==> src/rtl/dda_rast_pkg.sv <==
`timescale 1ns / 1ps
// ----------------------------------------------------------------------------
// DDA line rasteriser package
// Shared widths, codes, state type and controller/datapath interface structs.
// ----------------------------------------------------------------------------
package dda_rast_pkg;

    localparam int COORD_W   = 20;
    localparam int REG_W     = 13;
    localparam int PIX_W     = 13;
    localparam int STEPS_W   = 13;
    localparam int CFG_IDX_W = 2;

    localparam int DEF_COORD_FRAC_BITS = 8;
    localparam int DEF_STEP_FRAC_BITS  = 16;

    localparam logic signed [REG_W-1:0] CLIP_HIGH_RESET = 13'sd1100;
    localparam logic signed [REG_W-1:0] CLIP_LOW_RESET  = -13'sd800;

    typedef enum logic
    {
        CMD_LOAD    = 1'b0,
        CMD_ADVANCE = 1'b1
    } cmd_t;

    typedef enum logic [CFG_IDX_W-1:0]
    {
        REG_OFFSET_X  = 2'd0,
        REG_OFFSET_Y  = 2'd1,
        REG_CLIP_HIGH = 2'd2,
        REG_CLIP_LOW  = 2'd3
    } cfg_reg_t;

    typedef enum logic [3:0]
    {
        S_IDLE,
        S_DISPATCH,
        S_IDLE_ADV,
        S_ROUND,
        S_SPAN,
        S_PREP,
        S_DIV,
        S_FIN,
        S_ADD,
        S_CHECK
    } state_t;

    typedef enum logic [1:0]
    {
        EMIT_IDLE,
        EMIT_SINGLE,
        EMIT_LOAD,
        EMIT_STEP
    } emit_t;

    typedef struct packed
    {
        logic  capture;
        logic  do_round;
        logic  do_span;
        logic  do_prep;
        logic  div_step;
        logic  do_add;
        logic  emit;
        emit_t emit_kind;
    } dp_cmd_t;

    typedef struct packed
    {
        logic is_advance;
        logic run_active;
        logic span_zero;
        logic div_last;
        logic res_free;
    } dp_stat_t;

endpackage

==> src/rtl/dda_rast_in_if.sv <==
`timescale 1ns / 1ps
// ----------------------------------------------------------------------------
// DDA rasteriser input channel
// Valid/ready channel carrying one command word with a segment.
// ----------------------------------------------------------------------------
interface dda_rast_in_if;

    logic                                       valid;
    logic                                       ready;
    dda_rast_pkg::cmd_t                         command;
    logic signed [dda_rast_pkg::COORD_W-1:0]    start_x;
    logic signed [dda_rast_pkg::COORD_W-1:0]    start_y;
    logic signed [dda_rast_pkg::COORD_W-1:0]    end_x;
    logic signed [dda_rast_pkg::COORD_W-1:0]    end_y;

    modport source (output valid, command, start_x, start_y, end_x, end_y, input ready);
    modport sink   (input valid, command, start_x, start_y, end_x, end_y, output ready);

endinterface

==> src/rtl/dda_rast_out_if.sv <==
`timescale 1ns / 1ps
// ----------------------------------------------------------------------------
// DDA rasteriser output channel
// Valid/ready channel carrying one pixel result word.
// ----------------------------------------------------------------------------
interface dda_rast_out_if;

    logic                                   valid;
    logic                                   ready;
    logic                                   point_valid;
    logic signed [dda_rast_pkg::PIX_W-1:0]  pixel_x;
    logic signed [dda_rast_pkg::PIX_W-1:0]  pixel_y;
    logic                                   last;

    modport source (output valid, point_valid, pixel_x, pixel_y, last, input ready);
    modport sink   (input valid, point_valid, pixel_x, pixel_y, last, output ready);

endinterface

==> src/rtl/dda_rast_cfg_if.sv <==
`timescale 1ns / 1ps
// ----------------------------------------------------------------------------
// DDA rasteriser configuration channel
// Valid/ready register write channel: index and data.
// ----------------------------------------------------------------------------
interface dda_rast_cfg_if;

    logic                                       valid;
    logic                                       ready;
    logic [dda_rast_pkg::CFG_IDX_W-1:0]         index;
    logic [dda_rast_pkg::REG_W-1:0]             data;

    modport source (output valid, index, data, input ready);
    modport sink   (input valid, index, data, output ready);

endinterface

==> src/rtl/dda_rast_ctrl.sv <==
`timescale 1ns / 1ps
// ----------------------------------------------------------------------------
// DDA rasteriser controller
// Sequences capture, rounding, span, division, stepping and result issue.
// ----------------------------------------------------------------------------
module dda_rast_ctrl
(
    input  logic                    clk,
    input  logic                    rst_n,
    input  logic                    in_valid,
    output logic                    in_ready,
    input  dda_rast_pkg::dp_stat_t  stat,
    output dda_rast_pkg::dp_cmd_t   cmd
);

    dda_rast_pkg::state_t state_reg;
    dda_rast_pkg::state_t state_next;

    always_ff @(posedge clk or negedge rst_n)
    begin
        if (!rst_n)
        begin
            state_reg <= dda_rast_pkg::S_IDLE;
        end
        else
        begin
            state_reg <= state_next;
        end
    end

    always_comb
    begin
        state_next = state_reg;
        case (state_reg)
            dda_rast_pkg::S_IDLE:
            begin
                if (in_valid)
                begin
                    state_next = dda_rast_pkg::S_DISPATCH;
                end
            end
            dda_rast_pkg::S_DISPATCH:
            begin
                if (!stat.is_advance)
                begin
                    state_next = dda_rast_pkg::S_ROUND;
                end
                else if (stat.run_active)
                begin
                    state_next = dda_rast_pkg::S_ADD;
                end
                else
                begin
                    state_next = dda_rast_pkg::S_IDLE_ADV;
                end
            end
            dda_rast_pkg::S_IDLE_ADV:
            begin
                if (stat.res_free)
                begin
                    state_next = dda_rast_pkg::S_IDLE;
                end
            end
            dda_rast_pkg::S_ROUND:
            begin
                state_next = dda_rast_pkg::S_SPAN;
            end
            dda_rast_pkg::S_SPAN:
            begin
                state_next = dda_rast_pkg::S_PREP;
            end
            dda_rast_pkg::S_PREP:
            begin
                if (!stat.span_zero)
                begin
                    state_next = dda_rast_pkg::S_DIV;
                end
                else if (stat.res_free)
                begin
                    state_next = dda_rast_pkg::S_IDLE;
                end
            end
            dda_rast_pkg::S_DIV:
            begin
                if (stat.div_last)
                begin
                    state_next = dda_rast_pkg::S_FIN;
                end
            end
            dda_rast_pkg::S_FIN:
            begin
                if (stat.res_free)
                begin
                    state_next = dda_rast_pkg::S_IDLE;
                end
            end
            dda_rast_pkg::S_ADD:
            begin
                state_next = dda_rast_pkg::S_CHECK;
            end
            dda_rast_pkg::S_CHECK:
            begin
                if (stat.res_free)
                begin
                    state_next = dda_rast_pkg::S_IDLE;
                end
            end
            default:
            begin
                state_next = dda_rast_pkg::S_IDLE;
            end
        endcase
    end

    always_comb
    begin
        in_ready      = 1'b0;
        cmd           = '0;
        cmd.emit_kind = dda_rast_pkg::EMIT_IDLE;
        case (state_reg)
            dda_rast_pkg::S_IDLE:
            begin
                in_ready    = 1'b1;
                cmd.capture = in_valid;
            end
            dda_rast_pkg::S_DISPATCH:
            begin
            end
            dda_rast_pkg::S_IDLE_ADV:
            begin
                cmd.emit      = stat.res_free;
                cmd.emit_kind = dda_rast_pkg::EMIT_IDLE;
            end
            dda_rast_pkg::S_ROUND:
            begin
                cmd.do_round = 1'b1;
            end
            dda_rast_pkg::S_SPAN:
            begin
                cmd.do_span = 1'b1;
            end
            dda_rast_pkg::S_PREP:
            begin
                cmd.do_prep   = !stat.span_zero;
                cmd.emit      = stat.span_zero && stat.res_free;
                cmd.emit_kind = dda_rast_pkg::EMIT_SINGLE;
            end
            dda_rast_pkg::S_DIV:
            begin
                cmd.div_step = 1'b1;
            end
            dda_rast_pkg::S_FIN:
            begin
                cmd.emit      = stat.res_free;
                cmd.emit_kind = dda_rast_pkg::EMIT_LOAD;
            end
            dda_rast_pkg::S_ADD:
            begin
                cmd.do_add = 1'b1;
            end
            dda_rast_pkg::S_CHECK:
            begin
                cmd.emit      = stat.res_free;
                cmd.emit_kind = dda_rast_pkg::EMIT_STEP;
            end
            default:
            begin
            end
        endcase
    end

endmodule

==> src/rtl/dda_rast_dp.sv <==
`timescale 1ns / 1ps
// ----------------------------------------------------------------------------
// DDA rasteriser datapath
// Config registers, rounding, span, shift-subtract dividers, accumulators,
// clip test and the output word register.
// ----------------------------------------------------------------------------
module dda_rast_dp
#(
    parameter int COORD_FRAC_BITS = dda_rast_pkg::DEF_COORD_FRAC_BITS,
    parameter int STEP_FRAC_BITS  = dda_rast_pkg::DEF_STEP_FRAC_BITS
)
(
    input  logic                                        clk,
    input  logic                                        rst_n,
    input  dda_rast_pkg::dp_cmd_t                       cmd,
    output dda_rast_pkg::dp_stat_t                      stat,
    input  logic                                        cfg_we,
    input  logic [dda_rast_pkg::CFG_IDX_W-1:0]          cfg_index,
    input  logic [dda_rast_pkg::REG_W-1:0]              cfg_data,
    input  dda_rast_pkg::cmd_t                          in_command,
    input  logic signed [dda_rast_pkg::COORD_W-1:0]     in_start_x,
    input  logic signed [dda_rast_pkg::COORD_W-1:0]     in_start_y,
    input  logic signed [dda_rast_pkg::COORD_W-1:0]     in_end_x,
    input  logic signed [dda_rast_pkg::COORD_W-1:0]     in_end_y,
    input  logic                                        out_ready,
    output logic                                        out_valid,
    output logic                                        out_point_valid,
    output logic signed [dda_rast_pkg::PIX_W-1:0]       out_pixel_x,
    output logic signed [dda_rast_pkg::PIX_W-1:0]       out_pixel_y,
    output logic                                        out_last
);

    localparam int CW      = dda_rast_pkg::COORD_W;
    localparam int RW      = dda_rast_pkg::REG_W;
    localparam int PW      = dda_rast_pkg::PIX_W;
    localparam int STW     = dda_rast_pkg::STEPS_W;
    localparam bit SH_LEFT = STEP_FRAC_BITS >= COORD_FRAC_BITS;
    localparam int SH      = SH_LEFT ? STEP_FRAC_BITS - COORD_FRAC_BITS
                                     : COORD_FRAC_BITS - STEP_FRAC_BITS;
    localparam int SCL_W   = SH_LEFT ? CW + SH : CW;
    localparam int NUM_W   = SCL_W + 1;
    localparam int OFFS_W  = RW + STEP_FRAC_BITS;
    localparam int ACC_W   = ((NUM_W > OFFS_W) ? NUM_W : OFFS_W) + 2;
    localparam int RND_W   = CW - COORD_FRAC_BITS + 1;
    localparam int SPAN_W  = RND_W + 1;
    localparam int DVD_W   = NUM_W + 1;
    localparam int CNT_W   = $clog2(DVD_W);
    localparam int SUM_W   = ((RND_W > RW) ? RND_W : RW) + 1;

    localparam logic signed [CW:0]    HALF_C = (CW+1)'(1) << (COORD_FRAC_BITS - 1);
    localparam logic signed [ACC_W:0] HALF_S = (ACC_W+1)'(1) << (STEP_FRAC_BITS - 1);
    localparam logic [CNT_W-1:0]      CNT_TOP = CNT_W'(DVD_W - 1);

    // configuration
    logic signed [RW-1:0] offset_x_reg, offset_y_reg, clip_high_reg, clip_low_reg;

    always_ff @(posedge clk or negedge rst_n)
    begin
        if (!rst_n)
        begin
            offset_x_reg  <= '0;
            offset_y_reg  <= '0;
            clip_high_reg <= dda_rast_pkg::CLIP_HIGH_RESET;
            clip_low_reg  <= dda_rast_pkg::CLIP_LOW_RESET;
        end
        else if (cfg_we)
        begin
            case (dda_rast_pkg::cfg_reg_t'(cfg_index))
                dda_rast_pkg::REG_OFFSET_X:  offset_x_reg  <= cfg_data;
                dda_rast_pkg::REG_OFFSET_Y:  offset_y_reg  <= cfg_data;
                dda_rast_pkg::REG_CLIP_HIGH: clip_high_reg <= cfg_data;
                dda_rast_pkg::REG_CLIP_LOW:  clip_low_reg  <= cfg_data;
                default:
                begin
                end
            endcase
        end
    end

    function automatic logic signed [RND_W-1:0] round_coord(input logic signed [CW-1:0] v);
        logic signed [CW:0] ve;
        logic signed [CW:0] nb;
        logic signed [CW:0] t;
        ve    = v;
        nb    = '0;
        nb[0] = v[CW-1];
        t     = ve + HALF_C - nb;
        t     = t >>> COORD_FRAC_BITS;
        return t[RND_W-1:0];
    endfunction

    function automatic logic signed [SCL_W-1:0] scale_coord(input logic signed [CW-1:0] v);
        logic signed [SCL_W-1:0] w;
        w = v;
        if (SH_LEFT)
        begin
            w = w <<< SH;
        end
        else
        begin
            w = w >>> SH;
        end
        return w;
    endfunction

    function automatic logic [NUM_W-1:0] scale_mag(input logic signed [CW:0] d);
        logic [CW:0]      a;
        logic [NUM_W-1:0] w;
        a = d[CW] ? CW'(1'b0) - d : d;
        w = NUM_W'(a);
        if (SH_LEFT)
        begin
            w = w << SH;
        end
        else
        begin
            w = w >> SH;
        end
        return w;
    endfunction

    function automatic logic [SPAN_W-1:0] abs_diff(input logic signed [RND_W-1:0] a,
                                                   input logic signed [RND_W-1:0] b);
        logic signed [SPAN_W-1:0] d;
        logic signed [SPAN_W-1:0] ae;
        logic signed [SPAN_W-1:0] be;
        ae = a;
        be = b;
        d  = ae - be;
        return d[SPAN_W-1] ? SPAN_W'(-d) : SPAN_W'(d);
    endfunction

    // captured word
    dda_rast_pkg::cmd_t     cmd_reg;
    logic signed [CW-1:0]   sx_reg, sy_reg, ex_reg, ey_reg;

    always_ff @(posedge clk)
    begin
        if (cmd.capture)
        begin
            cmd_reg <= in_command;
            sx_reg  <= in_start_x;
            sy_reg  <= in_start_y;
            ex_reg  <= in_end_x;
            ey_reg  <= in_end_y;
        end
    end

    // rounding and spans
    logic signed [RND_W-1:0] rsx_reg, rsy_reg, rex_reg, rey_reg;
    logic signed [CW:0]      dx_reg, dy_reg;
    logic [SPAN_W-1:0]       span_reg;
    logic [NUM_W-1:0]        magx_reg, magy_reg;
    logic                    negx_reg, negy_reg;
    logic [SPAN_W-1:0]       spx, spy;
    logic signed [CW:0]      sxe, sye, exe, eye;

    assign sxe = sx_reg;
    assign sye = sy_reg;
    assign exe = ex_reg;
    assign eye = ey_reg;
    assign spx = abs_diff(rsx_reg, rex_reg);
    assign spy = abs_diff(rsy_reg, rey_reg);

    always_ff @(posedge clk)
    begin
        if (cmd.do_round)
        begin
            rsx_reg <= round_coord(sx_reg);
            rsy_reg <= round_coord(sy_reg);
            rex_reg <= round_coord(ex_reg);
            rey_reg <= round_coord(ey_reg);
            dx_reg  <= exe - sxe;
            dy_reg  <= eye - sye;
        end
        if (cmd.do_span)
        begin
            span_reg <= (spx > spy) ? spx : spy;
            magx_reg <= scale_mag(dx_reg);
            magy_reg <= scale_mag(dy_reg);
            negx_reg <= dx_reg[CW];
            negy_reg <= dy_reg[CW];
        end
    end

    // two restoring dividers sharing one count
    logic [DVD_W-1:0]   dvdx_reg, dvdy_reg, qx_reg, qy_reg;
    logic [SPAN_W-1:0]  remx_reg, remy_reg;
    logic [CNT_W-1:0]   cnt_reg;
    logic [SPAN_W:0]    remx_t, remy_t, den_e;
    logic               gex, gey;
    logic [SPAN_W:0]    remx_d, remy_d;

    assign den_e  = {1'b0, span_reg};
    assign remx_t = {remx_reg, dvdx_reg[DVD_W-1]};
    assign remy_t = {remy_reg, dvdy_reg[DVD_W-1]};
    assign gex    = remx_t >= den_e;
    assign gey    = remy_t >= den_e;
    assign remx_d = remx_t - den_e;
    assign remy_d = remy_t - den_e;

    always_ff @(posedge clk)
    begin
        if (cmd.do_prep)
        begin
            dvdx_reg <= DVD_W'(magx_reg) + DVD_W'(span_reg >> 1);
            dvdy_reg <= DVD_W'(magy_reg) + DVD_W'(span_reg >> 1);
            remx_reg <= '0;
            remy_reg <= '0;
            qx_reg   <= '0;
            qy_reg   <= '0;
            cnt_reg  <= CNT_TOP;
        end
        else if (cmd.div_step)
        begin
            dvdx_reg <= dvdx_reg << 1;
            dvdy_reg <= dvdy_reg << 1;
            remx_reg <= gex ? remx_d[SPAN_W-1:0] : remx_t[SPAN_W-1:0];
            remy_reg <= gey ? remy_d[SPAN_W-1:0] : remy_t[SPAN_W-1:0];
            qx_reg   <= {qx_reg[DVD_W-2:0], gex};
            qy_reg   <= {qy_reg[DVD_W-2:0], gey};
            cnt_reg  <= cnt_reg - CNT_W'(1);
        end
    end

    // run state
    logic signed [ACC_W-1:0] cur_x_reg, cur_y_reg, step_x_reg, step_y_reg;
    logic [STW-1:0]          steps_left_reg;
    logic                    run_active_reg;
    logic signed [ACC_W-1:0] init_x, init_y, offx_e, offy_e, sclx_e, scly_e;
    logic signed [ACC_W-1:0] qx_e, qy_e;

    assign offx_e = offset_x_reg;
    assign offy_e = offset_y_reg;
    assign sclx_e = scale_coord(sx_reg);
    assign scly_e = scale_coord(sy_reg);
    assign init_x = sclx_e + (offx_e <<< STEP_FRAC_BITS);
    assign init_y = scly_e + (offy_e <<< STEP_FRAC_BITS);
    assign qx_e   = ACC_W'(qx_reg);
    assign qy_e   = ACC_W'(qy_reg);

    // clip test and pixel rounding
    logic signed [ACC_W-1:0] clip_hi, clip_lo, chi_e, clo_e;
    logic                    outside;
    logic signed [ACC_W:0]   cx_e, cy_e, nbx, nby, rx_t, ry_t;
    logic [STW-1:0]          steps_dec;

    assign chi_e   = clip_high_reg;
    assign clo_e   = clip_low_reg;
    assign clip_hi = chi_e <<< STEP_FRAC_BITS;
    assign clip_lo = clo_e <<< STEP_FRAC_BITS;
    assign outside = (cur_x_reg > clip_hi) || (cur_x_reg < clip_lo)
                  || (cur_y_reg > clip_hi) || (cur_y_reg < clip_lo);
    assign cx_e    = cur_x_reg;
    assign cy_e    = cur_y_reg;
    assign nbx     = (ACC_W+1)'(cur_x_reg[ACC_W-1]);
    assign nby     = (ACC_W+1)'(cur_y_reg[ACC_W-1]);
    assign rx_t    = (cx_e + HALF_S - nbx) >>> STEP_FRAC_BITS;
    assign ry_t    = (cy_e + HALF_S - nby) >>> STEP_FRAC_BITS;
    assign steps_dec = steps_left_reg - STW'(1);

    logic signed [SUM_W-1:0] single_x, single_y, rsx_e, rsy_e, ox_s, oy_s;

    assign rsx_e    = rsx_reg;
    assign rsy_e    = rsy_reg;
    assign ox_s     = offset_x_reg;
    assign oy_s     = offset_y_reg;
    assign single_x = rsx_e + ox_s;
    assign single_y = rsy_e + oy_s;

    logic emit_single, emit_load, emit_step;

    assign emit_single = cmd.emit && (cmd.emit_kind == dda_rast_pkg::EMIT_SINGLE);
    assign emit_load   = cmd.emit && (cmd.emit_kind == dda_rast_pkg::EMIT_LOAD);
    assign emit_step   = cmd.emit && (cmd.emit_kind == dda_rast_pkg::EMIT_STEP);

    always_ff @(posedge clk)
    begin
        if (cmd.do_prep)
        begin
            cur_x_reg <= init_x;
            cur_y_reg <= init_y;
        end
        else if (cmd.do_add)
        begin
            cur_x_reg <= cur_x_reg + step_x_reg;
            cur_y_reg <= cur_y_reg + step_y_reg;
        end
        if (emit_load)
        begin
            step_x_reg <= negx_reg ? -qx_e : qx_e;
            step_y_reg <= negy_reg ? -qy_e : qy_e;
        end
    end

    always_ff @(posedge clk or negedge rst_n)
    begin
        if (!rst_n)
        begin
            run_active_reg <= 1'b0;
            steps_left_reg <= '0;
        end
        else if (emit_single)
        begin
            run_active_reg <= 1'b0;
            steps_left_reg <= '0;
        end
        else if (emit_load)
        begin
            run_active_reg <= 1'b1;
            steps_left_reg <= STW'(span_reg);
        end
        else if (emit_step)
        begin
            if (outside)
            begin
                run_active_reg <= 1'b0;
                steps_left_reg <= '0;
            end
            else
            begin
                run_active_reg <= steps_dec != '0;
                steps_left_reg <= steps_dec;
            end
        end
    end

    // output word register
    logic                   out_valid_reg;
    logic                   point_valid_reg, last_reg;
    logic signed [PW-1:0]   pixel_x_reg, pixel_y_reg;
    logic                   res_free;

    assign res_free = !out_valid_reg || out_ready;

    always_ff @(posedge clk or negedge rst_n)
    begin
        if (!rst_n)
        begin
            out_valid_reg <= 1'b0;
        end
        else if (cmd.emit)
        begin
            out_valid_reg <= 1'b1;
        end
        else if (out_ready)
        begin
            out_valid_reg <= 1'b0;
        end
    end

    always_ff @(posedge clk)
    begin
        if (cmd.emit)
        begin
            case (cmd.emit_kind)
                dda_rast_pkg::EMIT_IDLE:
                begin
                    point_valid_reg <= 1'b0;
                    pixel_x_reg     <= '0;
                    pixel_y_reg     <= '0;
                    last_reg        <= 1'b1;
                end
                dda_rast_pkg::EMIT_SINGLE:
                begin
                    point_valid_reg <= 1'b1;
                    pixel_x_reg     <= single_x[PW-1:0];
                    pixel_y_reg     <= single_y[PW-1:0];
                    last_reg        <= 1'b1;
                end
                dda_rast_pkg::EMIT_LOAD:
                begin
                    point_valid_reg <= 1'b0;
                    pixel_x_reg     <= '0;
                    pixel_y_reg     <= '0;
                    last_reg        <= 1'b0;
                end
                dda_rast_pkg::EMIT_STEP:
                begin
                    point_valid_reg <= !outside;
                    pixel_x_reg     <= outside ? '0 : rx_t[PW-1:0];
                    pixel_y_reg     <= outside ? '0 : ry_t[PW-1:0];
                    last_reg        <= outside || (steps_dec == '0);
                end
                default:
                begin
                    point_valid_reg <= 1'b0;
                    pixel_x_reg     <= '0;
                    pixel_y_reg     <= '0;
                    last_reg        <= 1'b1;
                end
            endcase
        end
    end

    assign out_valid       = out_valid_reg;
    assign out_point_valid = point_valid_reg;
    assign out_pixel_x     = pixel_x_reg;
    assign out_pixel_y     = pixel_y_reg;
    assign out_last        = last_reg;

    assign stat.is_advance = cmd_reg == dda_rast_pkg::CMD_ADVANCE;
    assign stat.run_active = run_active_reg;
    assign stat.span_zero  = span_reg == '0;
    assign stat.div_last   = cnt_reg == '0;
    assign stat.res_free   = res_free;

endmodule

==> src/rtl/dda_line_rasterizer_unit.sv <==
`timescale 1ns / 1ps
// ----------------------------------------------------------------------------
// DDA line rasteriser
// Usage:
//   line_in   : valid/ready words. command LOAD takes a segment (fixed-point
//               end points), command ADVANCE steps the active run once.
//   pixel_out : one result word per input word, in order: point_valid,
//               pixel_x, pixel_y, last.
//   cfg       : register writes (offset_x, offset_y, clip_high, clip_low),
//               always ready; write only while the block is idle.
//   Timing: an ADVANCE word passes through capture, dispatch, accumulate and
//   clip/round, and its result is then registered. A LOAD of a multi-point
//   segment passes through capture, dispatch, rounding, span, divider set-up,
//   the bit-per-cycle shift-subtract dividers for both axes, and issue; a
//   one-point LOAD skips the dividers. One word is in work at a time.
//   A finished word waits in the output register while the next input is
//   taken; if the receiver stalls, the controller holds in its last state
//   until the output register frees.
//   Reset: idle, no run active, registers at their reset values, output empty.
// ----------------------------------------------------------------------------
module dda_line_rasterizer_unit
#(
    parameter int COORD_FRAC_BITS = dda_rast_pkg::DEF_COORD_FRAC_BITS,
    parameter int STEP_FRAC_BITS  = dda_rast_pkg::DEF_STEP_FRAC_BITS
)
(
    input  logic                clk,
    input  logic                rst_n,
    dda_rast_in_if.sink         line_in,
    dda_rast_out_if.source      pixel_out,
    dda_rast_cfg_if.sink        cfg
);

    dda_rast_pkg::dp_cmd_t  cmd;
    dda_rast_pkg::dp_stat_t stat;

    assign cfg.ready = 1'b1;

    dda_rast_ctrl u_ctrl
    (
        .clk      (clk),
        .rst_n    (rst_n),
        .in_valid (line_in.valid),
        .in_ready (line_in.ready),
        .stat     (stat),
        .cmd      (cmd)
    );

    dda_rast_dp
    #(
        .COORD_FRAC_BITS (COORD_FRAC_BITS),
        .STEP_FRAC_BITS  (STEP_FRAC_BITS)
    )
    u_dp
    (
        .clk             (clk),
        .rst_n           (rst_n),
        .cmd             (cmd),
        .stat            (stat),
        .cfg_we          (cfg.valid),
        .cfg_index       (cfg.index),
        .cfg_data        (cfg.data),
        .in_command      (line_in.command),
        .in_start_x      (line_in.start_x),
        .in_start_y      (line_in.start_y),
        .in_end_x        (line_in.end_x),
        .in_end_y        (line_in.end_y),
        .out_ready       (pixel_out.ready),
        .out_valid       (pixel_out.valid),
        .out_point_valid (pixel_out.point_valid),
        .out_pixel_x     (pixel_out.pixel_x),
        .out_pixel_y     (pixel_out.pixel_y),
        .out_last        (pixel_out.last)
    );

endmodule
==> src/flat_wrapper.sv <==
// flat-port wrapper written by rule: the top's interface ports become plain ports
module dda_line_rasterizer_unit_flat 
#(
    parameter int COORD_FRAC_BITS = dda_rast_pkg::DEF_COORD_FRAC_BITS,
    parameter int STEP_FRAC_BITS  = dda_rast_pkg::DEF_STEP_FRAC_BITS
)
  (clk, rst_n, line_in_valid, line_in_command, line_in_start_x, line_in_start_y, line_in_end_x, line_in_end_y, line_in_ready, pixel_out_valid, pixel_out_point_valid, pixel_out_pixel_x, pixel_out_pixel_y, pixel_out_last, pixel_out_ready, cfg_valid, cfg_index, cfg_data, cfg_ready);
  dda_rast_in_if line_in_i ();
  dda_rast_out_if pixel_out_i ();
  dda_rast_cfg_if cfg_i ();
  input  logic clk;
  input  logic rst_n;
  input wire logic [$bits(line_in_i.valid)-1:0] line_in_valid;
  input wire logic [$bits(line_in_i.command)-1:0] line_in_command;
  input wire logic [$bits(line_in_i.start_x)-1:0] line_in_start_x;
  input wire logic [$bits(line_in_i.start_y)-1:0] line_in_start_y;
  input wire logic [$bits(line_in_i.end_x)-1:0] line_in_end_x;
  input wire logic [$bits(line_in_i.end_y)-1:0] line_in_end_y;
  output wire logic [$bits(line_in_i.ready)-1:0] line_in_ready;
  output wire logic [$bits(pixel_out_i.valid)-1:0] pixel_out_valid;
  output wire logic [$bits(pixel_out_i.point_valid)-1:0] pixel_out_point_valid;
  output wire logic [$bits(pixel_out_i.pixel_x)-1:0] pixel_out_pixel_x;
  output wire logic [$bits(pixel_out_i.pixel_y)-1:0] pixel_out_pixel_y;
  output wire logic [$bits(pixel_out_i.last)-1:0] pixel_out_last;
  input wire logic [$bits(pixel_out_i.ready)-1:0] pixel_out_ready;
  input wire logic [$bits(cfg_i.valid)-1:0] cfg_valid;
  input wire logic [$bits(cfg_i.index)-1:0] cfg_index;
  input wire logic [$bits(cfg_i.data)-1:0] cfg_data;
  output wire logic [$bits(cfg_i.ready)-1:0] cfg_ready;
  assign line_in_i.valid = line_in_valid;
  assign line_in_i.command = line_in_command;
  assign line_in_i.start_x = line_in_start_x;
  assign line_in_i.start_y = line_in_start_y;
  assign line_in_i.end_x = line_in_end_x;
  assign line_in_i.end_y = line_in_end_y;
  assign line_in_ready = line_in_i.ready;
  assign pixel_out_valid = pixel_out_i.valid;
  assign pixel_out_point_valid = pixel_out_i.point_valid;
  assign pixel_out_pixel_x = pixel_out_i.pixel_x;
  assign pixel_out_pixel_y = pixel_out_i.pixel_y;
  assign pixel_out_last = pixel_out_i.last;
  assign pixel_out_i.ready = pixel_out_ready;
  assign cfg_i.valid = cfg_valid;
  assign cfg_i.index = cfg_index;
  assign cfg_i.data = cfg_data;
  assign cfg_ready = cfg_i.ready;
  dda_line_rasterizer_unit #(.COORD_FRAC_BITS(COORD_FRAC_BITS), .STEP_FRAC_BITS(STEP_FRAC_BITS)) u_core (.clk(clk), .rst_n(rst_n), .line_in(line_in_i), .pixel_out(pixel_out_i), .cfg(cfg_i));
endmodule
==> config.mk <==
export PLATFORM = sky130hd
export DESIGN_NAME = dda_line_rasterizer_unit_flat
export DESIGN_NICKNAME = d
export VERILOG_FILES = /design/src/rtl/dda_rast_pkg.sv /design/src/rtl/dda_rast_in_if.sv /design/src/rtl/dda_rast_out_if.sv /design/src/rtl/dda_rast_cfg_if.sv /design/src/rtl/dda_rast_ctrl.sv /design/src/rtl/dda_rast_dp.sv /design/src/rtl/dda_line_rasterizer_unit.sv /design/src/flat_wrapper.sv
export SDC_FILE = /design/constraint.sdc
export NUM_CORES = 1
export LEC_CHECK = 0
export BUFFER_PORTS_ARGS = -buffer_cell sky130_fd_sc_hd__buf_2
export CORE_MARGIN = 2
export CORE_UTILIZATION = 65
export CTS_CLUSTER_DIAMETER = 60
export DETAILED_ROUTE_END_ITERATION = 10
export PLACE_DENSITY_LB_ADDON = 0.05
export SLEW_MARGIN = 20
export SYNTH_ARGS = -nofsm -noshare
export SYNTH_HDL_FRONTEND = slang
export SYNTH_SLANG_ARGS = --single-unit
export TNS_END_PERCENT = 50
==> constraint.sdc <==
create_clock -name clk -period 9.2 [get_ports clk]
set_input_delay 0.92 -clock clk [delete_from_list [all_inputs] [get_ports clk]]
set_output_delay 0.92 -clock clk [all_outputs]
set_load 0.05 [all_outputs]
==> impl_metrics.env <==
export IMPL_worstRegToRegCells=21
export IMPL_hold_viol_final=0
export IMPL_ir_drop_uv=240
export IMPL_cts_sinks=601
export IMPL_clockPowerShare_pct=18.2
export IMPL_status="complete, no violations"
export IMPL_slew_violations=0
export IMPL_period_needed_ps=6080
export IMPL_startpoint_type="flip-flop"
export IMPL_wl_per_cell_um=20.3
export IMPL_final_min_period_over_clock_period_pct=66.1
export IMPL_post_drt_via_cell_ratio=6.12
export IMPL_cpPeakStageDelay_ps=800
export IMPL_routed_via_count=31700
export IMPL_die_area_um2=64600
export IMPL_core_area_um2=61800
export IMPL_setup_viol=0
export IMPL_cts_setup_buffers=0
export IMPL_yosys_area_top_type="edfxtp_1"
export IMPL_grt_pass1_wl_mm=162
export IMPL_slew_headroom_pct=21.8
export IMPL_area_delta_synth_final_pct=9.48
export IMPL_numCtsBuffers=70
export IMPL_swShare_pct=42.6
export IMPL_critPathLaunch="u_core.u_dp.rsx_reg[1]"
export IMPL_r2r_end="u_core.u_dp.span_reg[7]"
export IMPL_setup_tns_ps=0
export IMPL_cp_slowest_cell="a31oi_1"
export IMPL_synth_ff_type="edfxtp_1"
export IMPL_initial_core_util_pct=65.8
export IMPL_drive_above_1_share_pct=8.74
export IMPL_comb_power_share_pct=51.0
export IMPL_cts_tree="yes"
export IMPL_p_int_mw=8.89
export IMPL_crit_path_end_kind="flip-flop"
export IMPL_first_global_vias=29900
export IMPL_antenna_cells=0
export IMPL_endpoint="u_core.u_dp.span_reg[7]"
export IMPL_fin_hold_ws_ps=238
export IMPL_utilization_pct=72.0
export IMPL_finalWirelength_mm=105
export IMPL_cts_root_buf="clkbuf_16"
export IMPL_io_buffers=130
export IMPL_ios=132
export IMPL_clk_latency_ps=630
export IMPL_crit_family="compound AO/OA/AOI/OAI gates"
export IMPL_avgSynthCellArea_um2=9.74
export IMPL_htreeDepth=3
export IMPL_p_leak_nw=19.0
export IMPL_syn_nets=4729
export IMPL_dp_hpwl_mm=78.4
export IMPL_nets=4844
export IMPL_place_congestion=0.919
export IMPL_antenna_found_initial=1
export IMPL_ctsLongestPathBuffers=3
export IMPL_crit_buf_inv=2
export IMPL_power_density_nw_per_um2=348
export IMPL_cap_violations=0
export IMPL_critPathMaxFanout=14
export IMPL_globalRoute_totalOverflow=0
export IMPL_fillers=4650
export IMPL_cp_arrival_ps=6430
export IMPL_grt_max_degree=174
export IMPL_worstSetupPathType="reg -> reg"
export IMPL_ys_ff_latch=601
export IMPL_worst_slew_pin_slew_ps=1170
export IMPL_first_iter_violations=2832
export IMPL_drt_antenna_violating_nets=0
export IMPL_power_switching_mw=6.60
export IMPL_fin_skew_ps=28.1
export IMPL_path_depth=21
export IMPL_synthCells=4175
export IMPL_cts_hold_buf=0
export IMPL_grt_usage_pct=32.5
export IMPL_synth_cell_types=80
export IMPL_p_seq_share_pct=30.8
export IMPL_ys_warn_count=0
export IMPL_synth_area_leaders="edfxtp_1 (32%), ha_1 (14%), xnor2_1 (5.9%)"
export IMPL_clkTransAtPathRegs_ps=60
export IMPL_worstPathRequired_ps=9550
export IMPL_async_reset_ff_share_pct=11.8
export IMPL_max_freq_mhz=164
export IMPL_die_w_um=254
export IMPL_crit_path_cell_trace="ha_1 -> nor2b_1 -> o21ai_0 -> a21oi_1 -> o41a_1 -> a311oi_1 -> a21oi_1 -> a31oi_1 -> o21ai_0 -> xor2_1 -> inv_1 -> ha_1 -> nor2b_1 -> o21ai_0 -> nand2_1 -> a21o_1 -> a21oi_1 -> o211ai_1 -> o221ai_1 -> buf_4 -> mux2_2"
export IMPL_synth_top_area_share_pct=32.3
export IMPL_cts_resized=0
export IMPL_die_h_um=254
export IMPL_synth_seq_area_share_pct=41.3
export IMPL_reg2reg_from="u_core.u_dp.rsx_reg[1]"
export IMPL_dr_pass1_iters=7
export IMPL_synth_area_um2=40700
export IMPL_row_count=91
export IMPL_synth_edff_count=437
export IMPL_drcViolationCount=0
export IMPL_rsz0062_at_grt="no"
export IMPL_hold_path_class="in -> async"
export IMPL_rrSetupSlack_ps=3120
power groups by stage:
stage                     Combinational, mW  Sequential [mW]  Clock, mW
after floorplan                        5.92             4.57          0
after global placement                 7.59             4.78          0
after detailed placement               7.75             4.79          0
after CTS                              7.82             4.74       2.86
after global routing                   8.77             4.82       2.96
final                                  7.90             4.77       2.82
cell families after synthesis:
family / Yosys count / share of synthesized area (%)
fa+ha+maj: 453 / 14.2
flops: 601 / 41.3
simple gates: 1184 / 14.0
other cells: 1 / 0.00922
buf+inv: 447 / 4.14
mux: 92 / 2.43
compound gates: 1029 / 16.1
xor+xnor: 368 / 7.93
per-stage QoR:
stage	setup slack [ps]	total power, mW	std cells	cell area (um^2)
6_report	3120	15.5	5184	44500
5_1_grt	2720	16.6	5184	44500
4_1_cts	3190	15.4	5184	44500
3_5_place_dp	3200	12.5	5055	42200
3_3_place_gp	3290	12.4	5055	42200
2_1_floorplan	3530	10.5	4175	40700
cells in the mapped netlist (9+ instances only):
| cell type | n |
|---|---|
| ha_1 | 439 |
| or4_1 | 24 |
| nor4_1 | 16 |
| a31o_2 | 12 |
| dfxtp_1 | 93 |
| or2_2 | 25 |
| buf_1 | 10 |
| and3_1 | 34 |
| edfxtp_1 | 437 |
| a21boi_0 | 17 |
| a211oi_1 | 47 |
| nand4_1 | 29 |
| nor2b_1 | 62 |
| o41ai_1 | 20 |
| nand2b_1 | 45 |
| o21bai_1 | 23 |
| a21o_1 | 103 |
| or3_1 | 47 |
| nand3b_1 | 9 |
| xnor2_1 | 273 |
| mux2i_1 | 38 |
| nor3_1 | 71 |
| a21oi_1 | 239 |
| inv_1 | 344 |
| o31a_1 | 11 |
| nand2_1 | 408 |
| a211o_1 | 14 |
| clkbuf_1 | 91 |
| nand3_1 | 140 |
| o21a_1 | 48 |
| o21ai_0 | 278 |
| fa_1 | 14 |
| dfrtp_1 | 61 |
| nor2_1 | 229 |
| o211ai_1 | 22 |
| xor2_1 | 95 |
| o31ai_1 | 62 |
| a31oi_1 | 37 |
| and2_1 | 15 |
| dfstp_2 | 10 |
| mux2_2 | 54 |
| o22ai_1 | 26 |
layer usage:
layer  global-route usage [%]  vias to the layer above  part of all wire [%]
li1                         -                    15400                     -
met1                     45.0                    15100                    44
met2                     51.1                     1065                    45
met3                     5.69                      222                   8.0
met4                     12.1                        2                   3.6
met5                        0                        -                 0.012
cells in the final DEF (no fill, tap or decap), types with 15 or more instances in the layout:
| cell | instances |
|---|---|
| nand2_1 | 407 |
| or3_1 | 46 |
| clkbuf_16 | 76 |
| ha_1 | 439 |
| mux2i_1 | 38 |
| nand3_1 | 138 |
| buf_2 | 129 |
| a21boi_0 | 17 |
| o211ai_1 | 22 |
| a21oi_1 | 238 |
| o21a_1 | 48 |
| or2_2 | 25 |
| buf_4 | 15 |
| o21bai_1 | 23 |
| xnor2_1 | 273 |
| nor2b_1 | 62 |
| nor2_1 | 226 |
| nor4_1 | 15 |
| dfrtp_1 | 61 |
| nand4_1 | 29 |
| nand2b_1 | 45 |
| a31oi_1 | 37 |
| or4_1 | 24 |
| mux2_2 | 54 |
| o41ai_1 | 20 |
| edfxtp_1 | 437 |
| o21ai_0 | 278 |
| nor3_1 | 71 |
| xor2_1 | 95 |
| o22ai_1 | 26 |
| dfxtp_1 | 93 |
| and3_1 | 33 |
| o31ai_1 | 62 |
| inv_1 | 343 |
| a21o_1 | 103 |
| a211oi_1 | 47 |
worst register-to-register path, cell delays in order, from the launching register on:
cell	delay [ps]
edfxtp_1	420
ha_1	310
nor2b_1	130
o21ai_0	230
a21oi_1	190
o41a_1	390
a311oi_1	410
a21oi_1	170
a31oi_1	800
o21ai_0	310
xor2_1	290
inv_1	70
ha_1	310
nor2b_1	130
o21ai_0	170
nand2_1	90
a21o_1	180
a21oi_1	140
o211ai_1	90
o221ai_1	330
buf_4	330
mux2_2	350
how the worst min path moves through the flow:
stage,start,endpoint,slack (ps),depth (start not counted)
2_1_floorplan,u_core.u_dp.remx_reg[6],u_core.u_dp.remx_reg[6],450,2
3_3_place_gp,u_core.u_dp.remx_reg[6],u_core.u_dp.remx_reg[6],460,2
3_5_place_dp,u_core.u_dp.remx_reg[11],u_core.u_dp.remx_reg[11],470,2
4_1_cts,rst_n,u_core.u_dp.steps_left_reg[10],230,1
5_1_grt,rst_n,u_core.u_dp.steps_left_reg[0],250,1
6_report,rst_n,u_core.u_dp.steps_left_reg[10],240,1
layout make-up:
| cell class | instances | area, um^2 | share of cell area (%) |
|---|---|---|---|
| clock buffer | 95 | 2040 | 4.59 |
| sequential | 601 | 16800 | 37.7 |
| clock inverter | 34 | 292 | 0.655 |
| multi-input combinational | 3127 | 22300 | 50.1 |
| timing repair buffer | 145 | 778 | 1.75 |
| inverter | 345 | 1290 | 2.91 |
| tap | 837 | 1050 | 2.35 |
(Power assumes the default switching activity.)
